===== src/hw/rtl/ffra_ram.sv =====
// ----------------------------------------------------------------------------
// ffra_ram
// simple dual-port ram, one write and one registered read port
// ----------------------------------------------------------------------------
module ffra_ram #(
  parameter int WIDTH = 8,
  parameter int DEPTH = 4
) (
  input  logic                     clk,
  input  logic                     we,
  input  logic [$clog2(DEPTH)-1:0] waddr,
  input  logic [WIDTH-1:0]         wdata,
  input  logic [$clog2(DEPTH)-1:0] raddr,
  output logic [WIDTH-1:0]         rdata
);
  logic [WIDTH-1:0] mem [DEPTH];

  always_ff @(posedge clk) begin
    if (we) begin
      mem[waddr] <= wdata;
    end
    rdata <= mem[raddr];
  end
endmodule


===== config.mk =====
export PLATFORM = sky130hd
export DESIGN_NAME = ffra_ram
export DESIGN_NICKNAME = d
export VERILOG_FILES = /design/src/hw/rtl/ffra_ram.sv
export SDC_FILE = /design/constraint.sdc
export NUM_CORES = 1
export LEC_CHECK = 0
export ABC_AREA = 1
export BUFFER_PORTS_ARGS = -buffer_cell sky130_fd_sc_hd__buf_4
export CAP_MARGIN = 5
export CELL_PAD_IN_SITES_DETAIL_PLACEMENT = 0
export CELL_PAD_IN_SITES_GLOBAL_PLACEMENT = 1
export CORE_MARGIN = 2
export CORE_UTILIZATION = 47
export DETAILED_ROUTE_END_ITERATION = 10
export PLACE_DENSITY = 0.92
export REMOVE_ABC_BUFFERS = 1
export SLEW_MARGIN = 20
export SYNTH_ARGS = -nofsm -noshare
export SYNTH_HDL_FRONTEND = slang
export SYNTH_SLANG_ARGS = --single-unit

===== constraint.sdc =====
create_clock -name clk -period 3.27 [get_ports clk]
set_input_delay 0.981 -clock clk [delete_from_list [all_inputs] [get_ports clk]]
set_output_delay 0.981 -clock clk [all_outputs]
set_load 0.01 [all_outputs]

; ---- Yosys cells after proc, flatten, opt, wreduce, memory -nomap -nowiden
; Memories as Yosys holds them, arrays and structs flattened. A register that Yosys moved wholly into a read port is not among the register bits.
; Index checks and enable logic that the tools add are counted.
[word_totals]
reg_bits = 0
ramBits = 32
in_bits = 14
output_inout_bits = 8
mem_count = 1
[op_classes]
n_mux = 2
[mem_list]
columns = name, words, word_bits, rd, rd_clocked_by_memory_dff, write_ports, line_no
row1 = mem, 4, 8, 1, 1, 1, 16  ; logic [WIDTH-1:0] mem [DEPTH];
[op_table]
columns = cell, count
row1 = 2-to-1 mux 1 bit, 2

; ---- Logic depth before layout (Yosys ltp)
[depth]
word_depth = 2
ltp_mapped = 6
ltp_nobuf = 4

; ---- Worst setup path before layout
; OpenSTA, ideal clock, no wires.
[synth_path]
path_kind = input port to flip-flop
from = in waddr[0]
to = mem mem[3][0] (enable)
setup_ns = 0.383
arrival_ns = 1.661
required_ns = 2.887
slack_ns = 1.226
cell_stages = 2
n_path_buf = 0
cell_sequence = inv_1 -> nor3_1
[synth_lines]
columns = item, line_no
row1 = start: declaration, 11  ; input logic [$clog2(DEPTH)-1:0] waddr,
row2 = end: declaration, 16
; Straight into the memory's write port.

; ---- Final worst setup path
[layout_path]
from = reg rdata[1], read port of mem
to = out rdata[1]
[layout_lines]
columns = item, line_no
row1 = start: declaration, 14  ; output logic [WIDTH-1:0] rdata
; No word-level cell between the ends.

==> impl_metrics.py <==
metrics = {
    "setup_path": {
        "worstSetupPathType": "flop to output port",
        "worstSetupStartpointType": "flop",
        "crit_arrival_ns": 0.79,
        "cp_slowest_cell": "dfxtp_1",
        "max_stage_delay_ns": 0.32,
        "cp_max_fo": 1,
        "path_delay_family": "flip-flops",
        "crit_chain": "buf_4",
        "endpoint_kind": "output port",
        "cp_num_buf_inv": 1,
        "worstPathRequired_ns": 2.29,
    },
    "placed_design": {
        "io_buffers": 21,
        "dp_hpwl_mm": 2.00,
        "dp_cells": 206,
        "placed_cell_area_um2": 1760,
        "gp_congestion": 0.771,
    },
    "final_layout": {
        "layout.nets": 183,
        "antenna_cells": 0,
        "final_cell_area_um2": 1810,
        "syn2layout_area_growth_pct": 17.1,
        "final_cells": 214,
        "drive_above_1_share": 0.194,
        "fin_util": 0.584,
        "n_fill_cell": 263,
    },
    "timing": {
        "hold_viol_final": 0,
        "slew_headroom": 0.856,
        "maxSlewViolCount": 0,
        "fin_crit_sh": 0.542,
        "rsz0062_at_grt": "false",
        "fin_worst_skew_ns": 0.00995,
        "tns_ns": 0,
        "period_minus_slack_ns": 1.77,
        "max_slew.worst_pin.slew_ns": 0.216,
        "clock.fmax_mhz": 564,
        "setup_viol": 0,
    },
    "floorplanning": {
        "start_util": 0.499,
        "ioPinCount": 22,
        "fp.dieH_um": 61.4,
        "die_w_um": 61.4,
        "coreArea_um2": 3100,
        "fp-row-count": 20,
        "die_area_um2": 3770,
    },
    "clock_network": {
        "cts-root-buf": "clkbuf_4",
        "cts_hold_buf": 0,
        "cts_tree": "done",
        "postCtsSetupBuffers": 0,
        "clk_path_buf_depth": 2,
        "clock_latency_ns": 0.34,
        "clock_sinks": 40,
        "cts_made_buffers": 5,
        "htreeDepth": 2,
        "clk_pin_slew_ns": 0.12,
        "cts_resized": 0,
    },
    "logic_synthesis": {
        "synth_top_family_by_area": "simple AND/OR/NAND/NOR gates",
        "synthMuxAreaShare": 0,
        "synth-simple-area-share": 0.162,
        "yosysTopAreaCellShare": 0.621,
        "synth-edff-count": 32,
        "ys.flop_type": "edfxtp_1",
        "yosysWarnings": 0,
        "synth_xor_area_frac": 0,
        "synth_compound_area_frac": 0,
        "synth.area.top_cells": "edfxtp_1 62%, dfxtp_1 10%, nand2_1 9.7%",
        "yosys.cell_types.count": 10,
        "syn_area_um2": 1550,
        "ys_async_sr_fraction": 0,
        "yosysTopAreaCell": "edfxtp_1",
        "synth_adder_area_share": 0,
        "ys_seq_elements": 40,
        "yosysMostFrequentCell": "nand2_1",
        "synth_cells": 141,
        "ys_seq_area_frac": 0.724,
        "synth_commonest_cells": "40 x nand2_1, 36 x inv_1, 32 x edfxtp_1",
        "syn_area_per_cell_um2": 11.0,
    },
    "power": {
        "leakage_nw": 0.848,
        "peakVddDrop_mv": 0.313,
        "power_density_nw_per_um2": 505,
        "power_mw": 0.916,
    },
    "drt": {
        "drcViolationCount": 0,
        "first_iter_violations": 26,
        "vias": 960,
        "first_pass_iters": 4,
        "antenna_left": 0,
        "via_per_inst": 4.49,
        "wl_mm": 2.71,
        "wire_per_inst_um": 12.7,
    },
    "global_routing": {
        "antenna_found_initial": 0,
        "grt_max_degree": 18,
        "overflow": 0,
        "grtUsageTotal": 0.162,
        "grt_pass1_wl_mm": 4.13,
        "grt_pass1_vias": 823,
    },
    "hold_path": {
        "min-delay-path-class": "flop to flop",
    },
    "status": {
        "status": "finished clean",
    },
    "job": {
        "cap_viol_max_count": 0,
    },
}
==> path summary, 6_finish.rpt <==
| path | startpoint | end | slack [ns] | cells after the start |
|---|---|---|---|---|
| setup reg to reg | mem[2][2]$_DFFE_PP_ | rdata[2]$_DFF_P_ | 2.52 | 4 |
| setup / recovery | rdata[1]$_DFF_P_ | rdata[1] | 1.50 | 1 |
| hold / removal | mem[3][1]$_DFFE_PP_ | rdata[1]$_DFF_P_ | 0.56 | 4 |
| hold reg to reg | mem[3][1]$_DFFE_PP_ | rdata[1]$_DFF_P_ | 0.56 | 4 |
==> metal layers <==
layer  vias up  part of all wire  global-route usage
li1        491                 -                   -
met1       442              0.47               0.215
met2        25              0.49               0.261
met3         2             0.035              0.0378
met4         0            0.0059              0.0638
met5         -                 0                   0
==> sequential cells by signal, summed over array words and instances, names as in the netlist <==
signal / count
mem: 32
rdata: 8
==> through the flow <==
stage                     hold slack (ns)  setup slack, ns
after floorplan                     0.499             1.23
after global placement              0.525             1.48
after detailed placement            0.539             1.48
after CTS                           0.560             1.49
after global routing                0.599             1.46
final                               0.556             1.50
==> cell usage in the layout, fill, tap and decap left out <==
cell type and n:
buf_4 25, clkbuf_1 1, clkbuf_4 5, clkinv_4 1, clkinvlp_4 1, dfxtp_1 8
edfxtp_1 32, inv_1 36, inv_4 1, nand2_1 40, nand3_1 16, nor3_1 4
==> cell type report <==
cell class | count | area [um^2] | share of cell area
inverters | 37 | 141 | 0.0780
repair buffers | 25 | 188 | 0.104
flip-flops and latches | 40 | 1120 | 0.618
well taps | 44 | 55.1 | 0.0304
multi-input cells | 60 | 250 | 0.138
clock inverters | 2 | 16.3 | 0.00897
clock buffers | 6 | 41.3 | 0.0228
==> power breakdown <==
part	switching [mW]	internal (mW)	total, mW
Sequential	0.00799	0.579	0.587
Combinational	0.0477	0.0367	0.0843
Clock	0.159	0.0855	0.244
Total	0.215	0.702	0.916
==> tightest hold or removal path, cell delays in order (launching register included) <==
cell and delay (ns):
edfxtp_1 0.34, inv_1 0.04, nand2_1 0.05, nand3_1 0.06, nand2_1 0.06
==> logic make-up (layout without fill, tap and decap cells) <==
logic type	Yosys count	count (layout)
buffers and inverters	41	70
DFF	40	40
and+or+nand+nor	60	60
Note: power is estimated with default switching activity, not from simulation.
